==> src/rtl/hkrt_pkg.sv <==
`timescale 1ns / 1ps
`default_nettype none

package hkrt_pkg;

    // operation codes carried in the func field
    typedef enum logic [1:0] {
        FUNC_PRESS   = 2'd0,
        FUNC_REQUEST = 2'd1,
        FUNC_POP_DUE = 2'd2,
        FUNC_POP_ANY = 2'd3
    } func_t;

    typedef struct packed {
        logic [1:0]  func;
        logic [15:0] key_code;
        logic [31:0] now_ms;
        logic [31:0] hold_ms;
        logic        consumes_flag;
    } in_item_t;

    typedef struct packed {
        logic        ok;
        logic [15:0] released_code;
        logic        released_consumes;
        logic        table_empty;
        logic        release_waiting;
    } out_item_t;

    // payload kept in the slot memory
    typedef struct packed {
        logic [15:0] key;
        logic [31:0] deadline;
        logic        consumes;
    } slot_word_t;

    // write command from the sequencer to the slot store
    typedef struct packed {
        logic wr_word;
        logic set_used;
        logic clr_used;
        logic set_asked;
        logic clr_asked;
    } slot_cmd_t;

    typedef enum logic {
        ALU_SUB = 1'b0,
        ALU_ADD = 1'b1
    } alu_op_t;

    typedef enum logic [1:0] {
        ST_IDLE  = 2'd0,
        ST_SCAN  = 2'd1,
        ST_WRITE = 2'd2,
        ST_DONE  = 2'd3
    } ctrl_state_t;

endpackage

`default_nettype wire

==> src/rtl/held_key_release_table_unit.sv <==
`timescale 1ns / 1ps
`default_nettype none

// channel | signals                         | accepted when
// --------+---------------------------------+---------------------------
// input   | in_valid, in_ready, in_item     | in_valid && in_ready
// output  | out_valid, out_ready, out_item  | out_valid && out_ready
//
// one item at a time: a full scan reads every slot, then writes and returns the
// result; a press merge, request or pop that hits a slot ends the scan early
// the slot memory is read one slot a cycle, that single read port sets the rate
// rst_n clears the used and release bits, so every slot starts empty
// in_ready is high only while the sequencer is idle; a result waiting in the
// output register does not hold off the next item, only the next result

module held_key_release_table_unit #(
    parameter int SLOT_COUNT = 8
) (
    input  wire logic                 clk,
    input  wire logic                 rst_n,
    input  wire logic                 in_valid,
    output logic                      in_ready,
    input  wire hkrt_pkg::in_item_t   in_item,
    output logic                      out_valid,
    input  wire logic                 out_ready,
    output hkrt_pkg::out_item_t       out_item
);

    // index width, at least one bit so a single-slot table still elaborates
    localparam int IDX_W = (SLOT_COUNT > 1) ? $clog2(SLOT_COUNT) : 1;

    // sequencer to slot store
    logic                   rd_en;
    logic [IDX_W-1:0]       rd_idx;
    hkrt_pkg::slot_word_t   rd_word;
    logic                   rd_used;
    logic                   rd_asked;
    logic [IDX_W-1:0]       wr_idx;
    hkrt_pkg::slot_cmd_t    cmd;
    hkrt_pkg::slot_word_t   wr_word;
    logic                   used_any;
    logic                   asked_any;

    // shared add/subtract unit
    hkrt_pkg::alu_op_t      alu_op;
    logic [31:0]            alu_a;
    logic [31:0]            alu_b;
    logic [31:0]            alu_sum;
    logic                   alu_key_eq;

    // result hand-off into the output register
    logic                   res_valid;
    hkrt_pkg::out_item_t    res_item;
    logic                   res_taken;
    logic                   out_valid_reg, out_valid_next;
    hkrt_pkg::out_item_t    out_item_reg;

    // code of the item being worked on, captured at accept
    logic [15:0]            u_ctrl_key_code;
    logic [15:0]            key_code_reg;

    hkrt_ctrl #(
        .SLOT_COUNT (SLOT_COUNT),
        .IDX_W      (IDX_W)
    ) u_ctrl (
        .clk        (clk),
        .rst_n      (rst_n),
        .in_valid   (in_valid),
        .in_ready   (in_ready),
        .in_item    (in_item),
        .res_valid  (res_valid),
        .res_item   (res_item),
        .res_taken  (res_taken),
        .rd_en      (rd_en),
        .rd_idx     (rd_idx),
        .rd_word    (rd_word),
        .rd_used    (rd_used),
        .rd_asked   (rd_asked),
        .wr_idx     (wr_idx),
        .cmd        (cmd),
        .wr_word    (wr_word),
        .used_any   (used_any),
        .asked_any  (asked_any),
        .alu_op     (alu_op),
        .alu_a      (alu_a),
        .alu_b      (alu_b),
        .alu_sum    (alu_sum),
        .alu_key_eq (alu_key_eq)
    );

    hkrt_slot_mem #(
        .SLOT_COUNT (SLOT_COUNT),
        .IDX_W      (IDX_W)
    ) u_slot_mem (
        .clk       (clk),
        .rst_n     (rst_n),
        .rd_en     (rd_en),
        .rd_idx    (rd_idx),
        .rd_word   (rd_word),
        .rd_used   (rd_used),
        .rd_asked  (rd_asked),
        .wr_idx    (wr_idx),
        .cmd       (cmd),
        .wr_word   (wr_word),
        .used_any  (used_any),
        .asked_any (asked_any)
    );

    // key compare works on the word read last cycle against the item code
    hkrt_alu u_alu (
        .op     (alu_op),
        .a      (alu_a),
        .b      (alu_b),
        .key_a  (rd_word.key),
        .key_b  (u_ctrl_key_code),
        .sum    (alu_sum),
        .key_eq (alu_key_eq)
    );

    always_ff @(posedge clk)
    begin
        if (in_valid && in_ready)
        begin
            key_code_reg <= in_item.key_code;
        end
    end

    assign u_ctrl_key_code = key_code_reg;

    // output register: a finished result may wait here while the next item runs
    assign res_taken = res_valid && (!out_valid_reg || out_ready);

    always_comb
    begin
        out_valid_next = out_valid_reg;
        if (out_valid_reg && out_ready)
        begin
            out_valid_next = 1'b0;
        end
        if (res_taken)
        begin
            out_valid_next = 1'b1;
        end
    end

    always_ff @(posedge clk or negedge rst_n)
    begin
        if (!rst_n)
        begin
            out_valid_reg <= 1'b0;
        end
        else
        begin
            out_valid_reg <= out_valid_next;
        end
    end

    always_ff @(posedge clk)
    begin
        if (res_taken)
        begin
            out_item_reg <= res_item;
        end
    end

    assign out_valid = out_valid_reg;
    assign out_item  = out_item_reg;

endmodule

`default_nettype wire

==> src/rtl/hkrt_alu.sv <==
`timescale 1ns / 1ps
`default_nettype none

module hkrt_alu (
    input  wire hkrt_pkg::alu_op_t op,
    input  wire logic [31:0]       a,
    input  wire logic [31:0]       b,
    input  wire logic [15:0]       key_a,
    input  wire logic [15:0]       key_b,
    output logic [31:0]            sum,
    output logic                   key_eq
);

    // one adder/subtractor, shared by the due check and the deadline
    always_comb
    begin
        case (op)
            hkrt_pkg::ALU_ADD: sum = a + b;
            hkrt_pkg::ALU_SUB: sum = a - b;
            default:           sum = a - b;
        endcase
    end

    assign key_eq = (key_a == key_b);

endmodule

`default_nettype wire

==> src/rtl/hkrt_slot_mem.sv <==
`timescale 1ns / 1ps
`default_nettype none

module hkrt_slot_mem #(
    parameter int SLOT_COUNT = 8,
    parameter int IDX_W      = 3
) (
    input  wire logic                   clk,
    input  wire logic                   rst_n,
    input  wire logic                   rd_en,
    input  wire logic [IDX_W-1:0]       rd_idx,
    output hkrt_pkg::slot_word_t        rd_word,
    output logic                        rd_used,
    output logic                        rd_asked,
    input  wire logic [IDX_W-1:0]       wr_idx,
    input  wire hkrt_pkg::slot_cmd_t    cmd,
    input  wire hkrt_pkg::slot_word_t   wr_word,
    output logic                        used_any,
    output logic                        asked_any
);

    hkrt_pkg::slot_word_t   mem [SLOT_COUNT];
    hkrt_pkg::slot_word_t   rd_word_reg;
    logic                   rd_used_reg;
    logic                   rd_asked_reg;
    logic [SLOT_COUNT-1:0]  used_reg;
    logic [SLOT_COUNT-1:0]  used_next;
    logic [SLOT_COUNT-1:0]  asked_reg;
    logic [SLOT_COUNT-1:0]  asked_next;

    // payload store, contents only meaningful where the used bit is set
    always_ff @(posedge clk)
    begin
        if (rd_en)
        begin
            rd_word_reg <= mem[rd_idx];
        end
        if (cmd.wr_word)
        begin
            mem[wr_idx] <= wr_word;
        end
    end

    always_comb
    begin
        used_next  = used_reg;
        asked_next = asked_reg;
        if (cmd.set_used)
        begin
            used_next[wr_idx] = 1'b1;
        end
        if (cmd.clr_used)
        begin
            used_next[wr_idx] = 1'b0;
        end
        if (cmd.set_asked)
        begin
            asked_next[wr_idx] = 1'b1;
        end
        if (cmd.clr_asked)
        begin
            asked_next[wr_idx] = 1'b0;
        end
    end

    always_ff @(posedge clk or negedge rst_n)
    begin
        if (!rst_n)
        begin
            used_reg     <= '0;
            asked_reg    <= '0;
            rd_used_reg  <= 1'b0;
            rd_asked_reg <= 1'b0;
        end
        else
        begin
            used_reg  <= used_next;
            asked_reg <= asked_next;
            if (rd_en)
            begin
                rd_used_reg  <= used_reg[rd_idx];
                rd_asked_reg <= asked_reg[rd_idx];
            end
        end
    end

    assign rd_word   = rd_word_reg;
    assign rd_used   = rd_used_reg;
    assign rd_asked  = rd_asked_reg;
    assign used_any  = |used_reg;
    assign asked_any = |(used_reg & asked_reg);

endmodule

`default_nettype wire

==> src/rtl/hkrt_ctrl.sv <==
`timescale 1ns / 1ps
`default_nettype none

module hkrt_ctrl #(
    parameter int SLOT_COUNT = 8,
    parameter int IDX_W      = 3
) (
    input  wire logic                   clk,
    input  wire logic                   rst_n,
    input  wire logic                   in_valid,
    output logic                        in_ready,
    input  wire hkrt_pkg::in_item_t     in_item,
    output logic                        res_valid,
    output hkrt_pkg::out_item_t         res_item,
    input  wire logic                   res_taken,
    output logic                        rd_en,
    output logic [IDX_W-1:0]            rd_idx,
    input  wire hkrt_pkg::slot_word_t   rd_word,
    input  wire logic                   rd_used,
    input  wire logic                   rd_asked,
    output logic [IDX_W-1:0]            wr_idx,
    output hkrt_pkg::slot_cmd_t         cmd,
    output hkrt_pkg::slot_word_t        wr_word,
    input  wire logic                   used_any,
    input  wire logic                   asked_any,
    output hkrt_pkg::alu_op_t           alu_op,
    output logic [31:0]                 alu_a,
    output logic [31:0]                 alu_b,
    input  wire logic [31:0]            alu_sum,
    input  wire logic                   alu_key_eq
);

    localparam int CNT_W = IDX_W + 1;
    localparam logic [CNT_W-1:0] CNT_END  = CNT_W'(SLOT_COUNT);
    localparam logic [IDX_W-1:0] LAST_IDX = IDX_W'(SLOT_COUNT - 1);

    hkrt_pkg::ctrl_state_t  state_reg, state_next;
    hkrt_pkg::in_item_t     item_reg, item_next;
    logic [CNT_W-1:0]       cnt_reg, cnt_next;
    logic                   cmp_vld_reg, cmp_vld_next;
    logic [IDX_W-1:0]       cmp_idx_reg, cmp_idx_next;
    logic                   hit_reg, hit_next;
    logic [IDX_W-1:0]       hit_idx_reg, hit_idx_next;
    hkrt_pkg::slot_word_t   hit_word_reg, hit_word_next;
    logic                   free_vld_reg, free_vld_next;
    logic [IDX_W-1:0]       free_idx_reg, free_idx_next;
    logic                   ok_reg, ok_next;
    logic                   rel_reg, rel_next;
    logic                   slot_hit;
    logic                   code_zero;

    // per-slot decision on the word read last cycle
    always_comb
    begin
        case (item_reg.func)
            hkrt_pkg::FUNC_PRESS:   slot_hit = rd_used && alu_key_eq;
            hkrt_pkg::FUNC_REQUEST: slot_hit = rd_used && alu_key_eq;
            hkrt_pkg::FUNC_POP_DUE: slot_hit = rd_used && rd_asked && !alu_sum[31];
            hkrt_pkg::FUNC_POP_ANY: slot_hit = rd_used;
            default:                slot_hit = 1'b0;
        endcase
    end

    assign code_zero = (item_reg.key_code == 16'd0);

    always_comb
    begin
        state_next    = state_reg;
        item_next     = item_reg;
        cnt_next      = cnt_reg;
        cmp_vld_next  = 1'b0;
        cmp_idx_next  = cmp_idx_reg;
        hit_next      = hit_reg;
        hit_idx_next  = hit_idx_reg;
        hit_word_next = hit_word_reg;
        free_vld_next = free_vld_reg;
        free_idx_next = free_idx_reg;
        ok_next       = ok_reg;
        rel_next      = rel_reg;
        in_ready      = 1'b0;
        res_valid     = 1'b0;
        rd_en         = 1'b0;
        rd_idx        = cnt_reg[IDX_W-1:0];
        wr_idx        = hit_idx_reg;
        cmd           = '0;
        wr_word       = hit_word_reg;
        alu_op        = hkrt_pkg::ALU_SUB;
        alu_a         = item_reg.now_ms;
        alu_b         = rd_word.deadline;

        res_item.ok                = ok_reg;
        res_item.released_code     = rel_reg ? hit_word_reg.key : 16'd0;
        res_item.released_consumes = rel_reg ? hit_word_reg.consumes : 1'b0;
        res_item.table_empty       = !used_any;
        res_item.release_waiting   = asked_any;

        case (state_reg)
            hkrt_pkg::ST_IDLE:
            begin
                in_ready = 1'b1;
                if (in_valid)
                begin
                    item_next     = in_item;
                    cnt_next      = '0;
                    hit_next      = 1'b0;
                    free_vld_next = 1'b0;
                    state_next    = hkrt_pkg::ST_SCAN;
                end
            end
            hkrt_pkg::ST_SCAN:
            begin
                if (cnt_reg < CNT_END)
                begin
                    rd_en        = 1'b1;
                    cnt_next     = cnt_reg + CNT_W'(1);
                    cmp_vld_next = 1'b1;
                    cmp_idx_next = cnt_reg[IDX_W-1:0];
                end
                if (cmp_vld_reg)
                begin
                    if (slot_hit)
                    begin
                        hit_next      = 1'b1;
                        hit_idx_next  = cmp_idx_reg;
                        hit_word_next = rd_word;
                        cmp_vld_next  = 1'b0;
                        state_next    = hkrt_pkg::ST_WRITE;
                    end
                    else
                    begin
                        if (!rd_used && !free_vld_reg)
                        begin
                            free_vld_next = 1'b1;
                            free_idx_next = cmp_idx_reg;
                        end
                        if (cmp_idx_reg == LAST_IDX)
                        begin
                            cmp_vld_next = 1'b0;
                            state_next   = hkrt_pkg::ST_WRITE;
                        end
                    end
                end
            end
            hkrt_pkg::ST_WRITE:
            begin
                alu_op   = hkrt_pkg::ALU_ADD;
                alu_a    = item_reg.now_ms;
                alu_b    = item_reg.hold_ms;
                ok_next  = 1'b0;
                rel_next = 1'b0;
                case (item_reg.func)
                    hkrt_pkg::FUNC_PRESS:
                    begin
                        if (!code_zero && hit_reg)
                        begin
                            // merge into the slot that already holds the code
                            wr_word.consumes = hit_word_reg.consumes | item_reg.consumes_flag;
                            cmd.wr_word      = 1'b1;
                            ok_next          = 1'b1;
                        end
                        else if (!code_zero && free_vld_reg)
                        begin
                            wr_idx           = free_idx_reg;
                            wr_word.key      = item_reg.key_code;
                            wr_word.deadline = alu_sum;
                            wr_word.consumes = item_reg.consumes_flag;
                            cmd.wr_word      = 1'b1;
                            cmd.set_used     = 1'b1;
                            cmd.clr_asked    = 1'b1;
                            ok_next          = 1'b1;
                        end
                    end
                    hkrt_pkg::FUNC_REQUEST:
                    begin
                        if (!code_zero && hit_reg)
                        begin
                            cmd.set_asked = 1'b1;
                            ok_next       = 1'b1;
                        end
                    end
                    default:
                    begin
                        if (hit_reg)
                        begin
                            cmd.clr_used  = 1'b1;
                            cmd.clr_asked = 1'b1;
                            ok_next       = 1'b1;
                            rel_next      = 1'b1;
                        end
                    end
                endcase
                state_next = hkrt_pkg::ST_DONE;
            end
            hkrt_pkg::ST_DONE:
            begin
                res_valid = 1'b1;
                if (res_taken)
                begin
                    state_next = hkrt_pkg::ST_IDLE;
                end
            end
            default:
            begin
                state_next = hkrt_pkg::ST_IDLE;
            end
        endcase
    end

    always_ff @(posedge clk or negedge rst_n)
    begin
        if (!rst_n)
        begin
            state_reg    <= hkrt_pkg::ST_IDLE;
            cnt_reg      <= '0;
            cmp_vld_reg  <= 1'b0;
            hit_reg      <= 1'b0;
            free_vld_reg <= 1'b0;
            ok_reg       <= 1'b0;
            rel_reg      <= 1'b0;
        end
        else
        begin
            state_reg    <= state_next;
            cnt_reg      <= cnt_next;
            cmp_vld_reg  <= cmp_vld_next;
            hit_reg      <= hit_next;
            free_vld_reg <= free_vld_next;
            ok_reg       <= ok_next;
            rel_reg      <= rel_next;
        end
    end

    always_ff @(posedge clk)
    begin
        item_reg     <= item_next;
        cmp_idx_reg  <= cmp_idx_next;
        hit_idx_reg  <= hit_idx_next;
        hit_word_reg <= hit_word_next;
        free_idx_reg <= free_idx_next;
    end

endmodule

`default_nettype wire

==> config.mk <==
export PLATFORM = sky130hd
export DESIGN_NAME = held_key_release_table_unit
export DESIGN_NICKNAME = d
export VERILOG_FILES = /design/src/rtl/hkrt_pkg.sv /design/src/rtl/held_key_release_table_unit.sv /design/src/rtl/hkrt_alu.sv /design/src/rtl/hkrt_slot_mem.sv /design/src/rtl/hkrt_ctrl.sv
export SDC_FILE = /design/constraint.sdc
export NUM_CORES = 1
export LEC_CHECK = 0
export BUFFER_PORTS_ARGS = -buffer_cell sky130_fd_sc_hd__buf_4
export CORE_AREA = 2 2 202 204
export CTS_BUF_LIST = sky130_fd_sc_hd__clkbuf_4 sky130_fd_sc_hd__clkbuf_8
export DETAILED_ROUTE_END_ITERATION = 6
export DIE_AREA = 0 0 204 206
export GPL_ROUTABILITY_DRIVEN = 0
export PLACE_DENSITY = 0.87
export RECOVER_POWER = 50
export SLEW_MARGIN = 10
export SYNTH_ARGS = -nofsm -noshare
export SYNTH_HDL_FRONTEND = slang
export SYNTH_HIERARCHICAL = 1
export SYNTH_SLANG_ARGS = --single-unit
==> constraint.sdc <==
create_clock -name clk -period 14.69 [get_ports clk]
set_clock_uncertainty 0.1 [all_clocks]
set_input_delay 2.938 -clock clk [delete_from_list [all_inputs] [get_ports clk]]
set_output_delay 2.938 -clock clk [all_outputs]
set_load 0.02 [all_outputs]
==> run summary <==
The final count of pins violating max slew was 639. Once detailed placement completed, the half-perimeter wirelength came to 32.1 mm. The logs give 3 for the maximum count of clock buffers along a single path and 1,493 for the synthesized instance count. Setup repair after global routing left no endpoint under its margin. The data arrival at the endpoint of the critical path came out at 8780 ps. For this run the aggregate overflow at the end of global routing stands at 0. In this run the remaining antenna-violating nets after routing total 0. The number of inserted diodes is 0, and the post-synthesis area per instance is 18.2 um2. Walking the worst path, the cells encountered are inv_1 -> ha_1 -> clkbuf_1 -> mux2_2 -> or4_4 -> nor4_1 -> nor2_1 -> xnor2_1 -> ha_1 -> a21oi_1 -> a21oi_1 -> a21boi_0 -> a21oi_1 -> o31ai_1 -> a41o_1 -> nor2_1 -> nand2b_1 -> a21oi_1 -> and3_4. Cell area after synthesis: 27,200 um2.

After the last flow step, the layout net total stands at 1,764. After detailed placement, the total cell area comes to 28,300 um2. The checks that failed: capacitance limit, slew limit. In this run the worst hold path is classified as reg2reg.

The final count of hold timing violations was 0; the effective utilization at floorplan was 67.7%. The layout-stage area growth over the synthesis result came out at 11.4%. TritonCTS built the clock tree. For the count of cell types in the netlist, the log shows 66. After synthesis, the cell types taking the most area are sky130_fd_sc_hd__edfxtp_1, sky130_fd_sc_hd__mux4_2, sky130_fd_sc_hd__mux2_2.

The top-area cell type share of the netlist area works out to 68.2%. For the pin with the worst max-slew slack, the measured transition is 4980 ps. The run gives 30,300 um2 as the cell area after layout. The tools report the standard cell core area as 40,200 um2. The launching instance or port of the critical path was u_ctrl/state_reg[0].

The critical path runs through a total of 19 cells. Headroom to the max-slew limit: -232%. The die is 206 um tall.

The run gives 5.99 mW as the total power of the final layout. The first global-routing pass estimated 85.7 mm of wire. Detailed routing inserted a total of 14,400 vias. Counting flops with an async set or reset pin after synthesis yields a share of 4.63%. The via count of the first global-routing pass is 14,800. After synthesis, the share of cell area in mux cells is 14.3%. During synthesis, Yosys emitted a total of 6 warnings. Count of fill cells added during filler insertion: 2,174. After detailed placement, the design holds a cell count of 2,062.

The wire length per cell after detailed routing was 25.2 um; the portion of the post-synthesis area used by sequential elements was 70.9%. The tools report the origin of the critical flop-to-flop path as u_ctrl/state_reg[0]. The tools report the initial antenna violation count as 0.

Largest delay contributor family on the critical path: simple AND/OR/NAND/NOR gates. The number of register bits inferred by synthesis was 648. The flow ran to the end, but the final reports show violations. For this run, the total global-route usage over all layers was measured as 27.8%.

The total DRC errors in the routed layout came out at 0. For the worst flop-to-flop path, the logic depth is 19. Startpoint class of the critical path: a flip-flop. Counting flops with a built-in enable in the synthesized netlist gives 618. After detailed routing, the number of vias per cell comes to 6.40.

After the first detailed-routing iteration, the DRC count stood at 1,369. The clock-pin slew reported for the worst setup and hold paths after clock tree synthesis works out to 70 ps. The net count of the mapped netlist came out at 1,625. The static leakage came out at 10.3 nW. Max-cap violation count: 15.

Setup violations remaining at the end of the flow were counted as 0. The library cell with the largest summed area after synthesis is sky130_fd_sc_hd__edfxtp_1. The floorplan has 74 rows.

The die outline width works out to 204 um. The critical path's slowest cell was sky130_fd_sc_hd__clkbuf_1. The pin count of the biggest net entering global routing was 78. Adding up every negative setup slack in the final design gives 0 ps. The run gives 2,248 as the final standard cell count with taps included and fillers excluded. The synthesized netlist devotes 4.06% of its cell area to simple gates. The most numerous cell type found on the critical path is sky130_fd_sc_hd__a21oi_1. Endpoint class of the critical path: a flip-flop. Of the cells placed in the final design, the portion with a size suffix greater than 1 is 29.1%. For this design the ratio of total power to cell area is 197 nW/um2. The critical path is of the reg2reg type. In the finished design, the share of the clock period the worst path needs comes to 58.4%.

In this run, post-CTS hold repair placed 0 buffers. The number of setup buffers added after CTS is 0. For the area of the die, the log shows 42,000 um2.

After Yosys synthesis, XOR and XNOR cells account for 2.41% of the synthesized area. Post-CTS repair changed the size of 0 cells. The top-level port count was 109; the number of iterations in the first detailed-routing pass was 5. For this block, the routed nets add up to 56.6 mm of wire. The flip-flop count of the largest register, all copies and words added was 392; the fraction of the mapped netlist area in adder cells was 2.10%.

Cell depth of the worst min-delay path: 0. The worst-case vdd ir drop came out at 0.106 mV. The post-layout minimum cycle time is 8580 ps.

Input and output buffers added on the ports amount to 108. Together, buffers and inverters on the worst path number 2. The complex-gate fraction of the synthesized area came out at 3.76%.

After synthesis, the largest family of logic cells by area is multiplexers. The run gives 117 MHz as the maximum frequency from static timing analysis. Along the worst path, the maximum fanout reaches 52. The total clock buffers created by CTS is 100. Prevailing post-synth register cell: sky130_fd_sc_hd__edfxtp_1. For this run, the share of the core covered by cells in the final layout is 75.5%. The tools report the cell at the root of the clock tree as sky130_fd_sc_hd__clkbuf_8. STA puts the critical path data required time at 14,900 ps.

CTS built an H-tree with a depth of 3. The tree built by TritonCTS fans out to 648 sinks. On the worst path, the slowest cell contributes a delay of 1680 ps. The later pin in the worst-skew pair is clocked with a latency of 700 ps. The worst min-delay path startpoint is u_slot_mem/rd_word[0].
[cells in the final DEF, fill, tap and decap left out, types with 4 or more instances in the layout]
| cell | n |
|---|---|
| sky130_fd_sc_hd__edfxtp_1 | 618 |
| sky130_fd_sc_hd__mux2_2 | 111 |
| sky130_fd_sc_hd__clkbuf_8 | 103 |
| sky130_fd_sc_hd__clkbuf_4 | 100 |
| sky130_fd_sc_hd__mux4_2 | 100 |
| sky130_fd_sc_hd__a21oi_1 | 90 |
| sky130_fd_sc_hd__ha_1 | 44 |
| sky130_fd_sc_hd__nor2_1 | 38 |
| sky130_fd_sc_hd__xor2_1 | 37 |
| sky130_fd_sc_hd__xnor2_1 | 36 |
| sky130_fd_sc_hd__nand2_1 | 35 |
| sky130_fd_sc_hd__dfrtp_1 | 30 |
| sky130_fd_sc_hd__buf_4 | 29 |
| sky130_fd_sc_hd__clkinv_1 | 24 |
| sky130_fd_sc_hd__mux2_1 | 23 |
| sky130_fd_sc_hd__clkbuf_1 | 22 |
| sky130_fd_sc_hd__o21ai_0 | 22 |
| sky130_fd_sc_hd__inv_1 | 20 |
| sky130_fd_sc_hd__clkinv_2 | 15 |
| sky130_fd_sc_hd__nor3_1 | 15 |
| sky130_fd_sc_hd__a21o_1 | 14 |
| sky130_fd_sc_hd__mux2i_1 | 14 |
| sky130_fd_sc_hd__and2_0 | 11 |
| sky130_fd_sc_hd__nor4_1 | 11 |
| sky130_fd_sc_hd__nand3_1 | 11 |
| sky130_fd_sc_hd__and2_1 | 11 |
| sky130_fd_sc_hd__nand2b_1 | 10 |
| sky130_fd_sc_hd__a31oi_1 | 9 |
| sky130_fd_sc_hd__nand4_1 | 8 |
| sky130_fd_sc_hd__bufinv_16 | 7 |
| sky130_fd_sc_hd__and3_1 | 7 |
| sky130_fd_sc_hd__nor2_4 | 6 |
| sky130_fd_sc_hd__a211oi_1 | 5 |
| sky130_fd_sc_hd__nor3b_1 | 5 |
| sky130_fd_sc_hd__a22oi_1 | 5 |
| sky130_fd_sc_hd__or4_1 | 4 |
| sky130_fd_sc_hd__nor2b_1 | 4 |
[layout make-up]
class                      instances  area (um2)  share of cell area (%)
clock buffer                     130        1620                    5.34
sequential                       648       19300                    63.7
multi-input combinational        737        7320                    24.1
tap                              532         666                    2.19
timing repair buffer             124         848                    2.80
clock inverter                    56         484                    1.60
inverter                          21        80.1                   0.264
[cells in the mapped netlist (all sizes together), types with 21 or more instances]
cell type / n
and2: 23
ha: 44
nand2: 35
xnor2: 37
mux4: 100
clkbuf: 26
xor2: 37
inv: 21
buf: 61
edfxtp: 618
o21ai: 22
a21oi: 90
nor2: 44
dfrtp: 30
mux2: 134
[where the power goes]
group	total (mW)	switching, mW	internal (mW)
clock	1.56	0.701	0.855
sequential	2.40	0.151	2.25
combinational	2.03	1.11	0.921
[path summary, 6_finish.rpt]
| check | slack (ps) | end |
|---|---|---|
| min reg2reg | 340 | u_ctrl/hit_word_reg[0] |
| min in group asynchronous | 2550 | u_ctrl/hit_reg |
| max | 6110 | u_ctrl/hit_word_reg[11] |
| min | 340 | u_ctrl/hit_word_reg[0] |
| max reg2reg | 6110 | u_ctrl/hit_word_reg[11] |
| max in group asynchronous | 10970 | u_slot_mem/used_reg[3] |
[routing by layer]
layer,routed length [um],global-route usage (%),part of all wire (%)
met1,21600,37.4,38
met2,28300,46.2,50
met3,4870,5.01,8.6
met4,1720,10.4,3.0
met5,0,0,0
[per-stage QoR]
step | hold slack [ps] | setup WS, ps
after CTS | 336 | 7610
after global routing | 354 | 5380
after global placement | 304 | 7910
after floorplan | 300 | 8180
final | 343 | 6110
after detailed placement | 314 | 7650
[logic make-up (layout without fill, tap and decap cells)]
family / count (synthesis) / after routing
flops: 648 / 648
compound gates: 171 / 171
xor+xnor: 74 / 74
buf+inv: 108 / 331
mux: 248 / 248
fa+ha+maj: 45 / 45
simple gates: 199 / 199
No activity file was read; power rests on OpenSTA's default activity.
